`config.mk`:
```
export PLATFORM = sky130hd
export DESIGN_NAME = aging_priority_queue_top
export DESIGN_NICKNAME = d
export VERILOG_FILES = /design/src/rtl/core/apq_pkg.sv /design/src/rtl/core/aging_priority_queue_top.sv /design/src/rtl/core/apq_cell.sv
export SDC_FILE = /design/constraint.sdc
export NUM_CORES = 2
export LEC_CHECK = 0
export ABC_AREA = 1
export BUFFER_PORTS_ARGS = -buffer_cell sky130_fd_sc_hd__buf_2
export CAP_MARGIN = 20
export CORE_UTILIZATION = 30
export DETAILED_ROUTE_END_ITERATION = 10
export PLACE_DENSITY = 0.43
export SYNTH_ARGS = -nofsm -noshare
export SYNTH_HDL_FRONTEND = slang
export SYNTH_SLANG_ARGS = --single-unit
```
`constraint.sdc`:
```
create_clock -name clk_i -period 4.4 [get_ports clk_i]
set_input_delay 0 -clock clk_i [delete_from_list [all_inputs] [get_ports clk_i]]
set_output_delay 0 -clock clk_i [all_outputs]
set_load 0.01 [all_outputs]
```
`src/rtl/core/apq_pkg.sv`:
```
package apq_pkg;

  localparam int unsigned ValueW = 32;
  localparam int unsigned PrioW  = 8;
  localparam int unsigned OccW   = 5;

  localparam logic [PrioW-1:0] MaxPrioReset = 8'd10;
  localparam logic [PrioW-1:0] PrioSat      = 8'd255;
  localparam logic [PrioW-1:0] AgeStep      = 8'd1;

  typedef enum logic [0:0] {
    CMD_ENQ = 1'b0,
    CMD_DEQ = 1'b1
  } cmd_e;

  typedef enum logic [2:0] {
    ST_ENQ   = 3'd0,
    ST_DEQ   = 3'd1,
    ST_EMPTY = 3'd2,
    ST_RANGE = 3'd3,
    ST_FULL  = 3'd4
  } status_e;

  typedef struct packed {
    cmd_e                     command;
    logic signed [ValueW-1:0] value;
    logic        [PrioW-1:0]  priority_req;
  } in_t;

  typedef struct packed {
    logic signed [ValueW-1:0] result_value;
    status_e                  status;
    logic        [OccW-1:0]   occupancy;
  } out_t;

  // One slot of the queue.
  typedef struct packed {
    logic signed [ValueW-1:0] value;
    logic        [PrioW-1:0]  prio;
  } entry_t;

  // Broadcast to every cell for the beat being accepted.
  typedef struct packed {
    logic                     enq;
    logic                     deq;
    logic signed [ValueW-1:0] value;
    logic        [PrioW-1:0]  prio;
  } cell_ctl_t;

endpackage

```
`src/rtl/core/aging_priority_queue_top.sv`:
```
// Priority queue with aging, up to DEPTH entries held sorted by priority.
// Input channel (in_valid_i / in_stall_o / in_i): one beat is an enqueue
// (value and priority) or a dequeue. Output channel (out_valid_o /
// out_stall_i / out_o): exactly one result beat per input beat, in order,
// carrying the dequeued value (zero otherwise), a status code and the
// occupancy after the operation.
// Configuration channel (cfg_valid_i / cfg_ready_o / cfg_data_i) writes
// max_priority; it is always ready and is meant to be written while idle.
// The result is registered at the edge that takes the beat. Throughput is one
// beat per cycle while no result is stalled: every slot is a cell that compares
// and shifts in parallel, so an insert or a remove-and-age finishes in a
// single update of the cell row.
// When out_stall_i holds a waiting result, in_stall_o rises and input beats
// are held off until the result is taken.
// Reset empties the queue, clears the output valid and sets max_priority to
// 10. Slot contents are not cleared; only occupied slots are ever read.
module aging_priority_queue_top #(
  parameter int unsigned DEPTH = 16
) (
  input  logic                             clk_i,
  input  logic                             rst_ni,
  input  logic                             in_valid_i,
  output logic                             in_stall_o,
  input  apq_pkg::in_t                     in_i,
  output logic                             out_valid_o,
  input  logic                             out_stall_i,
  output apq_pkg::out_t                    out_o,
  input  logic                             cfg_valid_i,
  output logic                             cfg_ready_o,
  input  logic [apq_pkg::PrioW-1:0]        cfg_data_i
);

  localparam int unsigned CntW = $clog2(DEPTH + 1);

  logic [CntW-1:0]           count_q, count_d;
  logic [apq_pkg::PrioW-1:0] max_prio_q;
  logic                      out_valid_q;
  apq_pkg::out_t             out_q, out_d;

  logic               accept;
  logic               is_full, is_empty, out_of_range;
  apq_pkg::cell_ctl_t ctl;

  apq_pkg::entry_t ent  [DEPTH];
  logic            take [DEPTH];

  assign in_stall_o  = out_valid_q && out_stall_i;
  assign accept      = in_valid_i && !in_stall_o;
  assign cfg_ready_o = 1'b1;

  assign is_full      = (count_q == CntW'(DEPTH));
  assign is_empty     = (count_q == '0);
  assign out_of_range = (in_i.priority_req > max_prio_q);

  always_comb begin
    ctl.enq   = accept && (in_i.command == apq_pkg::CMD_ENQ) && !out_of_range && !is_full;
    ctl.deq   = accept && (in_i.command == apq_pkg::CMD_DEQ) && !is_empty;
    ctl.value = in_i.value;
    ctl.prio  = in_i.priority_req;
  end

  always_comb begin
    count_d = count_q;
    if (ctl.enq) begin
      count_d = count_q + CntW'(1);
    end else if (ctl.deq) begin
      count_d = count_q - CntW'(1);
    end
  end

  always_comb begin
    out_d.result_value = '0;
    out_d.occupancy    = apq_pkg::OccW'(count_d);
    if (in_i.command == apq_pkg::CMD_ENQ) begin
      if (out_of_range) begin
        out_d.status = apq_pkg::ST_RANGE;
      end else if (is_full) begin
        out_d.status = apq_pkg::ST_FULL;
      end else begin
        out_d.status = apq_pkg::ST_ENQ;
      end
    end else if (is_empty) begin
      out_d.status = apq_pkg::ST_EMPTY;
    end else begin
      out_d.status       = apq_pkg::ST_DEQ;
      out_d.result_value = ent[0].value;
    end
  end

  for (genvar i = 0; i < DEPTH; i++) begin : g_cell
    logic            occ;
    logic            left_take;
    apq_pkg::entry_t left_ent, right_ent;

    assign occ = (CntW'(i) < count_q);

    if (i == 0) begin : g_head
      assign left_take = 1'b0;
      assign left_ent  = '0;
    end else begin : g_body
      assign left_take = take[i-1];
      assign left_ent  = ent[i-1];
    end

    if (i == DEPTH - 1) begin : g_tail
      assign right_ent = '0;
    end else begin : g_inner
      assign right_ent = ent[i+1];
    end

    apq_cell u_cell (
      .clk_i       (clk_i),
      .ctl_i       (ctl),
      .occ_i       (occ),
      .left_take_i (left_take),
      .left_ent_i  (left_ent),
      .right_ent_i (right_ent),
      .take_o      (take[i]),
      .ent_o       (ent[i])
    );
  end

  always_ff @(posedge clk_i or negedge rst_ni) begin
    if (!rst_ni) begin
      count_q     <= '0;
      max_prio_q  <= apq_pkg::MaxPrioReset;
      out_valid_q <= 1'b0;
    end else begin
      count_q <= count_d;
      if (cfg_valid_i && cfg_ready_o) begin
        max_prio_q <= cfg_data_i;
      end
      if (accept) begin
        out_valid_q <= 1'b1;
      end else if (!out_stall_i) begin
        out_valid_q <= 1'b0;
      end
    end
  end

  always_ff @(posedge clk_i) begin
    if (accept) begin
      out_q <= out_d;
    end
  end

  assign out_valid_o = out_valid_q;
  assign out_o       = out_q;

endmodule

```
`src/rtl/core/apq_cell.sv`:
```
module apq_cell (
  input  logic               clk_i,
  input  apq_pkg::cell_ctl_t ctl_i,
  input  logic               occ_i,
  input  logic               left_take_i,
  input  apq_pkg::entry_t    left_ent_i,
  input  apq_pkg::entry_t    right_ent_i,
  output logic               take_o,
  output apq_pkg::entry_t    ent_o
);

  apq_pkg::entry_t ent_q, ent_d;

  // New entry lands in the first slot that is empty or holds a lower priority.
  assign take_o = !(occ_i && (ent_q.prio >= ctl_i.prio));
  assign ent_o  = ent_q;

  always_comb begin
    ent_d = ent_q;
    if (ctl_i.enq) begin
      if (left_take_i) begin
        ent_d = left_ent_i;
      end else if (take_o) begin
        ent_d.value = ctl_i.value;
        ent_d.prio  = ctl_i.prio;
      end
    end else if (ctl_i.deq) begin
      // Advance toward the front and age by one, saturating.
      ent_d.value = right_ent_i.value;
      ent_d.prio  = (right_ent_i.prio == apq_pkg::PrioSat) ? apq_pkg::PrioSat
                  : right_ent_i.prio + apq_pkg::AgeStep;
    end
  end

  always_ff @(posedge clk_i) begin
    ent_q <= ent_d;
  end

endmodule

```
### Word level (Yosys, flattened, before mapping)

Cells that the tools add are included.

| cells by class | value |
|---|---|
| $add $sub $neg | 17 |
| order comparisons | 33 |
| eq/ne operators | 33 |
| multiplexer cells | 86 |
| bitwise operators | 1 |
| reduce and logical (&&, ||, !) cells | 46 |

Operator list:

| operator | count |
|---|---|
| $mux 40 | 63 |
| $ge 8x8->1 | 16 |
| $add 8x1->8 const B | 15 |
| $eq 8x8->1 const B | 15 |
| $mux 8 | 15 |
| $ne 3x3->1 const B | 15 |
| $lt 4x5->1 const A | 8 |
| $reduce_and 2->1 | 16 |
| $logic_and 1x1->1 | 23 |
| $lt 3x5->1 const A | 4 |
| $lt 1x5->1 const A | 2 |
| $lt 2x5->1 const A | 2 |
| $mux 5 | 2 |
| $mux 3 | 3 |
| $gt 8x8->1 | 1 |
| $add 5x1->5 const B | 1 |
| $eq 5x5->1 const B | 1 |
| $logic_not 5->1 | 1 |
| $sub 5x1->5 const B | 1 |
| $logic_not 1->1 | 4 |
| $mux 1 | 2 |
| $mux 2 | 1 |
| $ne 2x1->1 const B | 1 |
| $ne 2x2->1 const B | 1 |
| other kinds (3) | 3 |

| storage, ports and cells | value |
|---|---|
| flip-flop bits (word level) | 694 |
| input bits | 54 |
| output and inout bits | 43 |

### Depth between registers and ports, before layout

| logic depth | value |
|---|---|
| depth after elaboration | 8 |
| gate-level depth with buffers | 18 |

### Hierarchy

Synthesis repeated with hierarchy kept, for this count alone.

| unflattened totals | value |
|---|---|
| cell total of the unflattened synthesis | 4768 |
| area total of the unflattened synthesis | 40839.2 sq um |

Modules (own cells, without submodules):

| module | instances | cells an instance | area each (sq um) | seq. area each (sq um) |
|---|---|---|---|---|
| apq_cell | 16 | 281 | 2387.3 | 1201.2 |
| aging_priority_queue_top | 1 | 272 | 2642.5 | 1554.0 |

### Worst setup path after synthesis

Ideal clock, no wire load.

| timing | value |
|---|---|
| path kind | input port to flip-flop |
| start | in in_i[1] (netlist name) |
| end | reg g_cell[13].u_cell.ent_q, in the netlist g_cell[13].u_cell.ent_o[0], enable pin |
| data arrival time | 4017 ps |
| path slack | -68 ps |
| stages on the path | 13 |
| path buffers | 2 |
| cell sequence | inv_1 -> clkbuf_1 -> ha_1 -> inv_1 -> nor2_1 -> o21ai_0 -> nand2_1 -> nand2_1 -> nand3_1 -> nand2_1 -> clkbuf_1 -> nor2_1 -> a21oi_1 |

| between the ends | value |
|---|---|
| longest elaborated chain between the ends | 6 |
| elaborated cells on any way between the ends | 11 |
| those cells by class | order compare: 3; eq/ne: 1; reduce/logical: 7 |

RTL lines:

| what | RTL line | source |
|---|---|---|
| from (decl) | aging_priority_queue_top.sv:24 | `input apq_pkg::in_t in_i,` |
| $gt 8x8->1 | aging_priority_queue_top.sv:53 | `assign out_of_range = (in_i.priority_req > max_prio_q);` |
| $logic_not 1->1 | aging_priority_queue_top.sv:56 | `ctl.enq = accept && (in_i.command == apq_pkg::CMD_ENQ) && !out_of_range && !is_full;` |
| $logic_and 1x1->1 (2 in series) | aging_priority_queue_top.sv:56 |  |
| $ne 3x3->1 (no line) / $reduce_bool 2->1 (equally long branches) | -- |  |
| $reduce_and 2->1 (no line) (*) | -- |  |
| to (signal assigned) | apq_cell.sv:36 | `ent_q <= ent_d;` |
| to (decl) | apq_cell.sv:12 | `apq_pkg::entry_t ent_q, ent_d;` |

Mark *: on every way between the ends. The rest lies on a longest branch, timed or not.
A chain may end at the register's enable or synchronous reset.

### Final worst setup path

| timing | value |
|---|---|
| start | reg count_q[0] |
| end | reg g_cell[14].u_cell.ent_q, in the netlist g_cell[14].u_cell.ent_o[22], enable pin |

| between the ends | value |
|---|---|
| longest elaborated chain between the ends | 5 |
| elaborated cells on any way between the ends | 13 |
| those cells by class | order compare: 2; eq/ne: 2; reduce/logical: 9 |

RTL lines:

| what | RTL line | source |
|---|---|---|
| from (decl) | aging_priority_queue_top.sv:35 | `logic [CntW-1:0] count_q, count_d;` |
| from (signal assigned) | aging_priority_queue_top.sv:129 | `count_q <= count_d;` |
| branches (longest 4 deep; another with $lt 4x5->1) | -- |  |
| $reduce_and 2->1 (no line) (*) | -- |  |
| to (signal assigned) | apq_cell.sv:36 |  |
| to (decl) | apq_cell.sv:12 |  |

Mark *: on every way between the ends.

==> flow_summary.rst <==
.. list-table::
   :header-rows: 1

   * - Metric
     - Value
   * - Result of the run
     - complete, no violations
   * - Clock-pin slew on the worst setup and hold paths
     - roughly 0.060 ns
   * - R2R Setup Slk
     - 1.11 ns
   * - Synth Instances
     - just over 5000
   * - Crit-path slowest cell
     - buf_4
   * - Largest vdd supply drop
     - 0.320 mV
   * - Critical path endpoint category
     - flip-flop
   * - Total number of vias
     - 32300
   * - Placed insts
     - just under 7000
   * - Startpoint types
     - flip-flop
   * - Cells along the critical path
     - inv_1 > ha_1 > nand2_1 > nor2_2 > nand2_2 > nand3_4 > buf_12 > nor2_1 > a21oi_4 > buf_4
   * - Maximum single-stage delay on the critical path
     - roughly 0.52 ns
   * - Maximum frequency from static timing analysis
     - just over 300 MHz
   * - Final clock period utilization by the worst path
     - 0.749
   * - Leading post-synthesis cells by cell area
     - edfxtp_1 50%, nand2_1 22%, o21ai_0 6.0%, ha_1 4.7%, nand3_1 2.7%
   * - Setup repair after global routing missed its margin
     - false
   * - Count of antenna diodes in the layout
     - 0
   * - Required @ worst endpoint
     - 4.69 ns
   * - Global placer's final weighted congestion
     - about 0.81
   * - Number of buffer and inverter instances along the worst setup path
     - 3
   * - Number of global-route vias before repair
     - approximately 32000
   * - Pin count of the biggest net entering global routing
     - 140
   * - Max clock buf depth
     - 3
   * - Grt total ovfl
     - 0
   * - Number of detailed-routing iterations run before antenna repair
     - 5
   * - Min cycle time layout
     - between 3 and 4 ns
   * - Proportion of layout cells with a drive suffix above 1
     - 0.0657
   * - Power Total
     - 23.3 mW
   * - HPWL Detailed
     - around 80000 µm
   * - Total GRT Usage
     - 0.168
   * - Class of the tightest hold or removal check
     - in2reg
   * - Via density per instance
     - between 4 and 5
   * - Library cells used by synthesis
     - 42
   * - CTS H-tree depth
     - 3
   * - Leakage power summed over all cells
     - between 20 and 25 nW
   * - Final setup viols
     - 0
   * - Non-Filler Instances
     - approximately 7000
   * - Number of buffers inserted by post-CTS setup repair
     - 0
   * - Setup Crit Path Kind
     - reg2reg
   * - Synthesized area per cell
     - roughly 8 µm²
   * - Drt total wl
     - between 100000 and 150000 µm
   * - Antenna-violating nets left
     - 0
   * - Met1 usage
     - 0.257
   * - Remaining max-slew budget at the tightest pin
     - 0.427
   * - Sequential cell area fraction in the yosys report
     - 0.506
   * - Number of buffers inserted by hold repair at cts
     - 69
   * - Remaining DRCs
     - 0
   * - Initial antenna violation count
     - 0
   * - CTS sink cnt
     - about 700
   * - Family of cells with the greatest summed delay on the critical path
     - buffers and inverters
   * - Transition time of the tightest slew-check pin
     - 0.860 ns
   * - Max-slew violation count
     - 0
   * - Placeable core region
     - about 140000 µm²
   * - Count of filler cells inserted in the layout
     - 14300
   * - Die Span X
     - around 370 µm
   * - Synthesis-stage register bit count
     - between 600 and 700
   * - Maximum fanout count along the critical path
     - 100
   * - Grt met3 use
     - 0.0218
   * - Worst skew pair latency
     - roughly 0.67 ns
   * - # rows
     - 135
   * - Count of input and output buffers
     - 95
   * - First-pass GRT wire length
     - 185000 µm
   * - Post-synthesis instance area
     - between 40000 and 50000 µm²
   * - Area of the die
     - 138000 µm²
   * - Met2 global-route usage
     - 0.247
   * - Clock root buffer master
     - clkbuf_16
   * - Number of maximum-capacitance constraint violations
     - 0
   * - Most used routing layer in global routing
     - met1
   * - Number of nets in the final layout
     - roughly 5400
   * - Initial Util
     - 0.303
   * - Number of hold-slack violations in the final timing report
     - 0
   * - Net count after synthesis
     - approximately 5400
   * - CTS tree
     - yes
   * - Number of buffers created by CTS
     - between 80 and 90
   * - Number of violations reported at the end of detailed-routing iteration 0
     - between 2000 and 3000
   * - Number of gates resized after cts
     - 0
   * - Cell type contributing the most total cell area after synthesis
     - edfxtp_1
   * - Cell area power density
     - between 500 and 600 nW/µm²
   * - Top-level port count
     - 97
   * - Data arrival, critical path
     - ~3.6 ns
   * - Number of synthesis warnings
     - 0
   * - Layout Area Growth over Synthesis
     - 13.1%
   * - Yosys top cell area share
     - 0.498
   * - Clock skew
     - between 0.015 and 0.02 ns
   * - Die height
     - 372 µm
   * - Wirelength per Cell
     - around 17 µm
## cell families after synthesis
| family | share of synthesized area |
|---|---|
| xor+xnor | 0.0100 |
| buf+inv | 0.0667 |
| fa+ha+maj | 0.0470 |
| mux | 0.000274 |
| compound gates | 0.0903 |
| other cells | 0.0000914 |
| simple gates | 0.279 |
| flops | 0.506 |
## per-layer routing
layer	vias up	wire, µm	share of wire
li1	16900	-	-
met2	656	47400	0.41
met3	125	5140	0.044
met4	0	2140	0.018
met5	-	0	0
met1	14600	61500	0.53
## cell usage after synthesis (all sizes together)
master	n
a211oi	1
a21boi	1
a21o	1
a21oi	63
a31oi	1
a41oi	1
buf	206
clkbuf	102
clkinv	4
conb	1
dfrtp	12
dfstp	2
edfxtp	680
ha	154
inv	283
mux2	1
nand2	2468
nand3	223
nand4	22
nor2	185
nor3	32
nor3b	1
nor4	4
o211ai	7
o21a	15
o21ai	622
o31ai	8
or2	2
xnor2	2
xor2	45
## final timing paths
| kind | to | depth (start not counted) | startpoint |
|---|---|---|---|
| worst max-delay path | g_cell[14].u_cell.ent_o[22] | 10 | count_q[0] |
| worst min-delay path | g_cell[15].u_cell.ent_o[0] | 4 | in_i[0] |
| worst max register to register | g_cell[14].u_cell.ent_o[22] | 10 | count_q[0] |
| worst min register to register | g_cell[14].u_cell.ent_o[25] | 2 | g_cell[15].u_cell.ent_o[25] |
| max in group asynchronous | count_q[3] | 4 | rst_ni |
| min in group asynchronous | max_prio_q[3] | 3 | rst_ni |
## cell usage in the layout (no fill, tap or decap), drive strengths merged, types with 2 or more instances in the layout
cell type	synthesis	routed
dfstp	2	2
a21oi	63	63
clkinvlp	0	2
nor2	185	185
o21a	15	15
nor4	4	4
inv	283	286
bufinv	0	5
o21ai	622	622
or2	2	2
edfxtp	680	680
o31ai	8	8
xnor2	2	2
xor2	45	45
buf	206	167
clkinv	4	32
clkbuf	102	107
dlygate4sd3	0	69
nand2	2468	2468
nand4	22	22
o211ai	7	7
dfrtp	12	12
nand3	223	223
nor3	32	32
ha	154	154
## area by class of cell
class | instances | area, µm² | share of cell area
Clock buffer | 107 | 2280 | 0.0492
Clock inverter | 38 | 349 | 0.00752
Inverter | 287 | 1080 | 0.0234
Multi-Input combinational cell | 3860 | 17700 | 0.382
Sequential cell | 694 | 20800 | 0.448
Tap cell | 1781 | 2230 | 0.0480
Timing Repair Buffer | 236 | 1960 | 0.0422
## through the flow
step | setup TNS [ns] | hold WS [ns] | setup slack [ns] | area, µm² | utilization
after floorplan | -5.44 | -0.296 | -0.0682 | 41000 | -
after global placement | 0 | -0.0628 | 1.13 | 43100 | 0.318
after detailed placement | 0 | -0.0655 | 1.13 | 43100 | 0.318
after CTS | 0 | 0.0241 | 1.11 | 46400 | 0.342
after global routing | 0 | 0.0786 | 0.901 | 46400 | 0.342
final | 0 | 0.0882 | 1.11 | 46400 | 0.342
## sequential cells by signal, indices dropped and copies added, names as in the netlist
register             cells
g_cell.u_cell.ent_o    640
count_q                  5
out_valid_o              1
max_prio_q               8
out_o                   40
## where the power goes
part / internal, mW / leakage [nW] / switching, mW / total (mW)
combinational: 2.13 / 12.8 / 4.82 / 6.95
clock: 3.95 / 1.30 / 2.85 / 6.81
sequential: 8.86 / 6.59 / 0.712 / 9.58
## worst min-delay path, cell delays in order
cell      delay [ns]
buf_2           0.09
inv_1           0.09
buf_4           0.24
o211ai_1        0.20
Note: power is estimated with default switching activity, not from simulation.
